$ cat src/rtl/core/doeq_pkg.sv
// ----------------------------------------------------------------------------
// doeq_pkg
// Shared types and codes for the deadline-ordered event queue.
// ----------------------------------------------------------------------------
package doeq_pkg;

    localparam int ID_BITS     = 4;
    localparam int STATUS_BITS = 3;
    localparam int OCC_BITS    = 5;

    // most entries one dispatch may release
    localparam int MAX_RESULTS    = 16;
    localparam int DISP_CNT_BITS  = $clog2(MAX_RESULTS);

    typedef enum logic [1:0] {
        REQ_ENQUEUE  = 2'd0,
        REQ_CANCEL   = 2'd1,
        REQ_DISPATCH = 2'd2,
        REQ_FLUSH    = 2'd3
    } req_e;

    localparam logic [STATUS_BITS-1:0] STATUS_OK       = 3'd0;
    localparam logic [STATUS_BITS-1:0] STATUS_DUP      = 3'd1;
    localparam logic [STATUS_BITS-1:0] STATUS_FULL     = 3'd2;
    localparam logic [STATUS_BITS-1:0] STATUS_NOTFOUND = 3'd3;
    localparam logic [STATUS_BITS-1:0] STATUS_NONEDUE  = 3'd4;

    // command broadcast to every cell of the row
    typedef enum logic [1:0] {
        CELL_HOLD   = 2'd0,
        CELL_INSERT = 2'd1,
        CELL_REMOVE = 2'd2,
        CELL_POP    = 2'd3
    } cell_op_t;

endpackage

$ cat src/rtl/core/doeq_cell.sv
// ----------------------------------------------------------------------------
// doeq_cell
// One slot of the sorted row: holds a handle and its deadline, compares them
// with the broadcast key and shifts left or right with its neighbours.
// ----------------------------------------------------------------------------
module doeq_cell #(
    parameter int TIME_BITS = 48
) (
    input  logic                          aclk,
    input  doeq_pkg::cell_op_t            op,
    input  logic                          occupied,
    input  logic [doeq_pkg::ID_BITS-1:0]  key_id,
    input  logic [TIME_BITS-1:0]          key_time,
    input  logic [doeq_pkg::ID_BITS-1:0]  new_id,
    input  logic [TIME_BITS-1:0]          new_time,
    input  logic                          left_le,
    input  logic                          left_hit,
    input  logic [doeq_pkg::ID_BITS-1:0]  left_id,
    input  logic [TIME_BITS-1:0]          left_time,
    input  logic [doeq_pkg::ID_BITS-1:0]  right_id,
    input  logic [TIME_BITS-1:0]          right_time,
    output logic                          le,
    output logic                          hit,
    output logic [doeq_pkg::ID_BITS-1:0]  cell_id,
    output logic [TIME_BITS-1:0]          cell_time
);

    logic [doeq_pkg::ID_BITS-1:0] id_reg, id_next;
    logic [TIME_BITS-1:0]         time_reg, time_next;
    logic                         match;

    assign match     = occupied && (id_reg == key_id);
    assign le        = occupied && (time_reg <= key_time);
    // set from the matching slot rightwards: those slots close the gap
    assign hit       = left_hit | match;
    assign cell_id   = id_reg;
    assign cell_time = time_reg;

    always_comb begin
        id_next   = id_reg;
        time_next = time_reg;
        unique case (op)
            doeq_pkg::CELL_INSERT: begin
                if (!le) begin
                    if (left_le) begin
                        id_next   = new_id;
                        time_next = new_time;
                    end else begin
                        id_next   = left_id;
                        time_next = left_time;
                    end
                end
            end
            doeq_pkg::CELL_REMOVE: begin
                if (hit) begin
                    id_next   = right_id;
                    time_next = right_time;
                end
            end
            doeq_pkg::CELL_POP: begin
                id_next   = right_id;
                time_next = right_time;
            end
            default: begin
            end
        endcase
    end

    always_ff @(posedge aclk) begin
        id_reg   <= id_next;
        time_reg <= time_next;
    end

endmodule

$ cat src/rtl/core/deadline_ordered_event_queue.sv
// ----------------------------------------------------------------------------
// deadline_ordered_event_queue
// Deadline-sorted queue of call handles built as a row of compare-and-shift
// cells.
// ----------------------------------------------------------------------------
// Enqueue, cancel and flush register their result in the execute state once
// the result output is free, and the block takes the next request once that
// result is registered. Dispatch passes through the execute state to select
// its key and then releases one entry per cycle while the result output is
// free, or gives the none-due result. Every cell compares its own deadline
// and handle with the broadcast key combinationally and the whole row shifts
// as the result is registered, so that full-width compare followed by the
// shift is the critical path. Slot contents need no clearing after reset;
// only the control state, entry count, release count and result valid are
// reset. A stalled result output holds the block until it is taken.
// ----------------------------------------------------------------------------
module deadline_ordered_event_queue #(
    parameter int QUEUE_DEPTH = 16,
    parameter int TIME_BITS   = 48
) (
    input  logic                              aclk,
    input  logic                              aresetn,
    input  logic                              s_valid,
    output logic                              s_ready,
    input  logic [1:0]                        s_req_type,
    input  logic [doeq_pkg::ID_BITS-1:0]      s_call_id,
    input  logic [TIME_BITS-1:0]              s_due_time,
    input  logic [TIME_BITS-1:0]              s_now_time,
    output logic                              m_valid,
    input  logic                              m_ready,
    output logic [doeq_pkg::STATUS_BITS-1:0]  m_status,
    output logic [doeq_pkg::ID_BITS-1:0]      m_out_call_id,
    output logic [TIME_BITS-1:0]              m_out_time,
    output logic                              m_last,
    output logic [doeq_pkg::OCC_BITS-1:0]     m_occupancy
);

    localparam int CNT_W = $clog2(QUEUE_DEPTH + 1);
    localparam int IDW   = doeq_pkg::ID_BITS;
    localparam int NW    = doeq_pkg::DISP_CNT_BITS;

    typedef enum logic [1:0] {
        S_IDLE,
        S_EXEC,
        S_DISP
    } state_t;

    state_t                         state_reg, state_next;
    logic [CNT_W-1:0]               count_reg, count_next;
    logic [NW-1:0]                  n_reg, n_next;

    doeq_pkg::req_e                 req_reg;
    logic [IDW-1:0]                 id_reg;
    logic [TIME_BITS-1:0]           due_reg;
    logic [TIME_BITS-1:0]           now_reg;

    logic                           m_valid_reg, m_valid_next;
    logic [doeq_pkg::STATUS_BITS-1:0] m_status_reg, m_status_next;
    logic [IDW-1:0]                 m_id_reg, m_id_next;
    logic [TIME_BITS-1:0]           m_time_reg, m_time_next;
    logic                           m_last_reg, m_last_next;
    logic [doeq_pkg::OCC_BITS-1:0]  m_occ_reg, m_occ_next;

    doeq_pkg::cell_op_t             cell_op;
    logic [TIME_BITS-1:0]           key_time;
    logic                           out_free;
    logic                           more;

    logic [QUEUE_DEPTH-1:0]         occ;
    logic [QUEUE_DEPTH-1:0]         le;
    logic [QUEUE_DEPTH-1:0]         hit;
    logic [IDW-1:0]                 cell_id   [QUEUE_DEPTH];
    logic [TIME_BITS-1:0]           cell_time [QUEUE_DEPTH];

    assign s_ready       = (state_reg == S_IDLE);
    assign m_valid       = m_valid_reg;
    assign m_status      = m_status_reg;
    assign m_out_call_id = m_id_reg;
    assign m_out_time    = m_time_reg;
    assign m_last        = m_last_reg;
    assign m_occupancy   = m_occ_reg;

    assign out_free = !m_valid_reg || m_ready;
    assign key_time = (state_reg == S_DISP) ? now_reg : due_reg;

    // ---- cell row ----
    for (genvar gi = 0; gi < QUEUE_DEPTH; gi++) begin : g_cell
        localparam int L = (gi == 0) ? 0 : gi - 1;
        localparam int R = (gi == QUEUE_DEPTH - 1) ? gi : gi + 1;

        assign occ[gi] = (count_reg > CNT_W'(gi));

        doeq_cell #(
            .TIME_BITS (TIME_BITS)
        ) u_cell (
            .aclk       (aclk),
            .op         (cell_op),
            .occupied   (occ[gi]),
            .key_id     (id_reg),
            .key_time   (key_time),
            .new_id     (id_reg),
            .new_time   (due_reg),
            .left_le    ((gi == 0) ? 1'b1 : le[L]),
            .left_hit   ((gi == 0) ? 1'b0 : hit[L]),
            .left_id    (cell_id[L]),
            .left_time  (cell_time[L]),
            .right_id   (cell_id[R]),
            .right_time (cell_time[R]),
            .le         (le[gi]),
            .hit        (hit[gi]),
            .cell_id    (cell_id[gi]),
            .cell_time  (cell_time[gi])
        );
    end

    // another due entry behind the head, and room for one more result
    assign more = (n_reg != NW'(doeq_pkg::MAX_RESULTS - 1)) && le[1];

    // ---- control ----
    always_comb begin
        state_next    = state_reg;
        count_next    = count_reg;
        n_next        = n_reg;
        cell_op       = doeq_pkg::CELL_HOLD;
        m_valid_next  = m_valid_reg && !m_ready;
        m_status_next = m_status_reg;
        m_id_next     = m_id_reg;
        m_time_next   = m_time_reg;
        m_last_next   = m_last_reg;
        m_occ_next    = m_occ_reg;

        unique case (state_reg)
            S_IDLE: begin
                if (s_valid) begin
                    state_next = S_EXEC;
                end
            end
            S_EXEC: begin
                if (req_reg == doeq_pkg::REQ_DISPATCH) begin
                    state_next = S_DISP;
                    n_next     = '0;
                end else if (out_free) begin
                    m_valid_next  = 1'b1;
                    m_status_next = doeq_pkg::STATUS_OK;
                    m_id_next     = id_reg;
                    m_time_next   = '0;
                    m_last_next   = 1'b1;
                    unique case (req_reg)
                        doeq_pkg::REQ_ENQUEUE: begin
                            if (hit[QUEUE_DEPTH-1]) begin
                                m_status_next = doeq_pkg::STATUS_DUP;
                            end else if (count_reg == CNT_W'(QUEUE_DEPTH)) begin
                                m_status_next = doeq_pkg::STATUS_FULL;
                            end else begin
                                cell_op    = doeq_pkg::CELL_INSERT;
                                count_next = count_reg + CNT_W'(1);
                            end
                        end
                        doeq_pkg::REQ_CANCEL: begin
                            if (hit[QUEUE_DEPTH-1]) begin
                                cell_op    = doeq_pkg::CELL_REMOVE;
                                count_next = count_reg - CNT_W'(1);
                            end else begin
                                m_status_next = doeq_pkg::STATUS_NOTFOUND;
                            end
                        end
                        doeq_pkg::REQ_FLUSH: begin
                            count_next = '0;
                        end
                        default: begin
                        end
                    endcase
                    m_occ_next = doeq_pkg::OCC_BITS'(count_next);
                    state_next = S_IDLE;
                end
            end
            S_DISP: begin
                if (out_free) begin
                    m_valid_next = 1'b1;
                    if (le[0]) begin
                        cell_op       = doeq_pkg::CELL_POP;
                        count_next    = count_reg - CNT_W'(1);
                        n_next        = n_reg + NW'(1);
                        m_status_next = doeq_pkg::STATUS_OK;
                        m_id_next     = cell_id[0];
                        m_time_next   = cell_time[0];
                        m_last_next   = !more;
                        if (!more) begin
                            state_next = S_IDLE;
                        end
                    end else begin
                        // only reached before the first release
                        m_status_next = doeq_pkg::STATUS_NONEDUE;
                        m_id_next     = id_reg;
                        m_time_next   = '0;
                        m_last_next   = 1'b1;
                        state_next    = S_IDLE;
                    end
                    m_occ_next = doeq_pkg::OCC_BITS'(count_next);
                end
            end
            default: begin
                state_next = S_IDLE;
            end
        endcase
    end

    always_ff @(posedge aclk) begin
        if (!aresetn) begin
            state_reg   <= S_IDLE;
            count_reg   <= '0;
            n_reg       <= '0;
            m_valid_reg <= 1'b0;
        end else begin
            state_reg   <= state_next;
            count_reg   <= count_next;
            n_reg       <= n_next;
            m_valid_reg <= m_valid_next;
        end
        m_status_reg <= m_status_next;
        m_id_reg     <= m_id_next;
        m_time_reg   <= m_time_next;
        m_last_reg   <= m_last_next;
        m_occ_reg    <= m_occ_next;
        if (s_valid && s_ready) begin
            req_reg <= doeq_pkg::req_e'(s_req_type);
            id_reg  <= s_call_id;
            due_reg <= s_due_time;
            now_reg <= s_now_time;
        end
    end

    // ---- checks ----
    a_count_bound: assert property (@(posedge aclk) disable iff (!aresetn)
        count_reg <= CNT_W'(QUEUE_DEPTH))
        else $error("entry count above queue depth");

    a_one_at_a_time: assert property (@(posedge aclk) disable iff (!aresetn)
        (s_valid && s_ready) |=> !s_ready)
        else $error("request taken while another is in progress");

    a_pop_count: assert property (@(posedge aclk) disable iff (!aresetn)
        (cell_op == doeq_pkg::CELL_POP) |=> (count_reg == $past(count_reg) - CNT_W'(1)))
        else $error("pop did not lower the entry count");

    a_pop_from_head: assert property (@(posedge aclk) disable iff (!aresetn)
        (cell_op == doeq_pkg::CELL_POP) |-> (occ[0] && (cell_time[0] <= now_reg)))
        else $error("pop of an entry that is not due");

    a_single_result: assert property (@(posedge aclk) disable iff (!aresetn)
        (m_valid_reg && (m_status_reg != doeq_pkg::STATUS_OK)) |-> m_last_reg)
        else $error("failure result not marked last");

endmodule
$ cat config.mk
export PLATFORM = sky130hd
export DESIGN_NAME = deadline_ordered_event_queue
export DESIGN_NICKNAME = d
export VERILOG_FILES = /design/src/rtl/core/doeq_pkg.sv /design/src/rtl/core/doeq_cell.sv /design/src/rtl/core/deadline_ordered_event_queue.sv
export SDC_FILE = /design/constraint.sdc
export NUM_CORES = 2
export LEC_CHECK = 0
export ABC_AREA = 1
export BUFFER_PORTS_ARGS = -buffer_cell sky130_fd_sc_hd__buf_2
export CAP_MARGIN = 20
export CORE_ASPECT_RATIO = 0.7
export CORE_MARGIN = 2
export CORE_UTILIZATION = 25
export CTS_BUF_LIST = sky130_fd_sc_hd__clkbuf_8
export CTS_CLUSTER_SIZE = 8
export DETAILED_ROUTE_END_ITERATION = 10
export REMOVE_ABC_BUFFERS = 1
export SLEW_MARGIN = 20
export SYNTH_ARGS = -nofsm -noshare
export SYNTH_HDL_FRONTEND = slang
export SYNTH_HIERARCHICAL = 1
export SYNTH_SLANG_ARGS = --single-unit
$ cat constraint.sdc
create_clock -name aclk -period 7.2 [get_ports aclk]
set_input_delay 0.72 -clock aclk [delete_from_list [all_inputs] [get_ports aclk]]
set_output_delay 0.72 -clock aclk [all_outputs]
set_load 0.03 [all_outputs]
==> run_summary.xml <==
<?xml version="1.0" encoding="UTF-8"?>
<metrics>
  <group name="min_path">
    <metric name="holdCritStartpoint" unit="">aresetn</metric>
    <metric name="worstHoldPathType" unit="">input pin to register</metric>
  </group>
  <group name="route">
    <metric name="drt.antenna.violating_nets" unit="">0</metric>
    <metric name="drt-wirelength-per-cell" unit="microns">21.4</metric>
    <metric name="vias" unit="">64400</metric>
    <metric name="drcViolationCount" unit="">0</metric>
    <metric name="wirelength" unit="mm">277</metric>
    <metric name="initialDrtViolationCount" unit="">8798</metric>
    <metric name="drt-vias-per-instance" unit="">4.97</metric>
    <metric name="drt_first_pass_iters" unit="">8</metric>
  </group>
  <group name="floorplanning">
    <metric name="dieArea" unit="sq mm">0.287</metric>
    <metric name="die_w" unit="microns">640</metric>
    <metric name="starting_density" unit="%">25.1</metric>
    <metric name="chipHeight" unit="microns">449</metric>
    <metric name="floorplan.core_area" unit="sq mm">0.281</metric>
    <metric name="floorplan.io_pins" unit="">169</metric>
    <metric name="std_cell_rows" unit="">163</metric>
  </group>
  <group name="cts">
    <metric name="post_cts_resized" unit="">0</metric>
    <metric name="clock_sink_count" unit="">1007</metric>
    <metric name="clock_latency" unit="ps">990</metric>
    <metric name="numCtsBuffers" unit="">177</metric>
    <metric name="cts.path.max_buffers" unit="">4</metric>
    <metric name="tritoncts" unit="">yes</metric>
    <metric name="hold_fix_buffers_at_cts" unit="">100</metric>
    <metric name="clock_tree.htree_level_count" unit="">4</metric>
    <metric name="cts.root.buffer_cell" unit="">sky130_fd_sc_hd__clkbuf_8</metric>
    <metric name="post-cts-setup-buffers" unit="">0</metric>
    <metric name="cts.reportedPaths.clkPinSlew" unit="ps">70</metric>
  </group>
  <group name="pwr">
    <metric name="report.power.total" unit="uW">27700</metric>
    <metric name="power_leakage" unit="uW">0.0362</metric>
    <metric name="p_seq_share" unit="%">32.5</metric>
    <metric name="powerDensity" unit="mW/mm^2">341</metric>
    <metric name="peakVddDrop" unit="uV">265</metric>
    <metric name="power_frac_comb" unit="%">48.8</metric>
    <metric name="power_frac_clock" unit="%">18.6</metric>
    <metric name="power.net_switching" unit="uW">12900</metric>
    <metric name="power.share.switching" unit="%">46.7</metric>
    <metric name="internal_power" unit="uW">14700</metric>
  </group>
  <group name="setup_path">
    <metric name="cp-start-kind" unit="">register</metric>
    <metric name="crit_arrival" unit="ps">7350</metric>
    <metric name="timing_worst_setup_path_type" unit="">register to register</metric>
    <metric name="timing.critical_path.required" unit="ps">7710</metric>
    <metric name="reg2reg_from" unit="">count_reg[0]</metric>
    <metric name="timing.critical_path.fanout_max" unit="">52</metric>
    <metric name="cp_launch_point" unit="">count_reg[0]</metric>
    <metric name="timing.critical_path.to_type" unit="">register</metric>
    <metric name="crit_slowest_cell" unit="">sky130_fd_sc_hd__dfxtp_1</metric>
    <metric name="maximum_cell_stage_delay_along_the_critical_path" unit="ps">530</metric>
    <metric name="cp_common_cell" unit="">sky130_fd_sc_hd__a41o_1</metric>
  </group>
  <group name="final_layout">
    <metric name="finish.instance_area" unit="sq mm">0.0812</metric>
    <metric name="mostFrequentLayoutCell" unit="">sky130_fd_sc_hd__a21oi_1</metric>
    <metric name="nFillCells" unit="">30200</metric>
    <metric name="finish.net_count" unit="">10000</metric>
    <metric name="final_cell_mix" unit="">1980 x sky130_fd_sc_hd__a21oi_1, 1904 x sky130_fd_sc_hd__nand2_1, 1103 x sky130_fd_sc_hd__nor2_1</metric>
    <metric name="largest_register_ff_count" unit="">768</metric>
    <metric name="max_flop_register" unit="">g_cell.u_cell/cell_time</metric>
    <metric name="synthToLayoutAreaGrowth" unit="%">14.9</metric>
    <metric name="drive_gt1_share" unit="%">9.45</metric>
  </group>
  <group name="sta">
    <metric name="layout_worst_path_cycle_share" unit="%">95.0</metric>
    <metric name="rsz0062_at_grt" unit="">false</metric>
    <metric name="report.final.setup_viol" unit="">0</metric>
    <metric name="fin_worst_skew" unit="ps">131</metric>
    <metric name="finalWorstPathRequiredPeriod" unit="ps">6840</metric>
    <metric name="max_freq" unit="MHz">146</metric>
    <metric name="final.setup.worst_slack" unit="ps">357</metric>
    <metric name="worst_pin_slew" unit="ps">1200</metric>
    <metric name="hold_viol" unit="">0</metric>
    <metric name="setup_tns" unit="ps">0</metric>
    <metric name="maxSlewViolCount" unit="">0</metric>
    <metric name="slew_headroom" unit="%">19.8</metric>
  </group>
  <group name="global_route">
    <metric name="total_global_routing_track_utilization" unit="%">18.7</metric>
    <metric name="globalRoute.totalOverflow" unit="">0</metric>
    <metric name="grt_pass1_wl" unit="mm">404</metric>
    <metric name="grt_antenna_before_repair" unit="">7</metric>
    <metric name="via_count_of_the_first_global_routing_pass" unit="">60200</metric>
    <metric name="grt_start_max_net_pins" unit="">79</metric>
  </group>
  <group name="place">
    <metric name="io_buf_count" unit="">168</metric>
    <metric name="finalWeightedCongestion" unit="">0.992</metric>
    <metric name="placedInstanceArea" unit="sq mm">0.0772</metric>
    <metric name="dp_hpwl" unit="mm">198</metric>
    <metric name="dpl_worst_slack" unit="ps">609</metric>
  </group>
  <group name="synthesis">
    <metric name="synthesis.area" unit="sq mm">0.0707</metric>
    <metric name="synth.avg_cell_area" unit="sq um">7.99</metric>
    <metric name="synth-warning-count" unit="">6</metric>
    <metric name="gate_count_post_synth" unit="">8845</metric>
  </group>
  <group name="run_status">
    <metric name="outcome" unit="">finished, final reports clean</metric>
  </group>
  <group name="job">
    <metric name="drv.max_cap_violation_count" unit="">0</metric>
  </group>
</metrics>
[per-layer routing]
| metal | vias to the layer above | global-route usage (%) | routed length (microns) |
|---|---|---|---|
| li1 | 30200 | - | - |
| met1 | 30400 | 27.8 | 126000 |
| met2 | 3481 | 25.3 | 106000 |
| met3 | 355 | 6.43 | 38000 |
| met4 | 4 | 4.78 | 7280 |
| met5 | - | 0 | 27 |
[worst paths after layout]
kind | cells after the start | slack, ps | to
max | 29 | 360 | g_cell[9].u_cell/cell_time[32]
min | 3 | 130 | state_reg[0]
max reg2reg | 29 | 360 | g_cell[9].u_cell/cell_time[32]
min reg2reg | 2 | 550 | n_reg[2]
[layout make-up]
cell class | instances | area (sq um) | area share (%)
inverters | 1096 | 4120 | 5.07
diodes | 2 | 5.00 | 0.00616
flip-flops and latches | 1007 | 30100 | 37.1
multi-input cells | 6367 | 35100 | 43.2
well taps | 3712 | 4640 | 5.72
clock inverters | 114 | 569 | 0.701
repair buffers | 480 | 4180 | 5.15
clock buffers | 180 | 2480 | 3.05
[through the flow]
stage          hold WS, ps  util (%)  cells
2_1_floorplan          478         -   8470
3_3_place_gp           535      27.4  12600
3_5_place_dp           544      27.4  12600
4_1_cts               42.7      28.9  13000
5_1_grt               81.4      28.9  13000
6_report               127      28.9  13000
[worst max-delay path, delay by kind of cell, from the launching register on]
family | cells | cell delay (ps)
buffers and inverters | 5 | 910
AOI/OAI and AO/OA | 18 | 4120
DFF | 1 | 530
and+or+nand+nor | 5 | 530
adders and majority gates | 1 | 250
[power by group through the flow]
stage	Combinational, uW	Sequential (uW)	Clock, uW
4_1_cts	13100	9010	5270
2_1_floorplan	9320	9040	0
3_3_place_gp	12700	9120	0
3_5_place_dp	13000	9120	0
6_report	13500	9000	5160
5_1_grt	14800	9100	5500
Power figures use the tool's default switching activity.
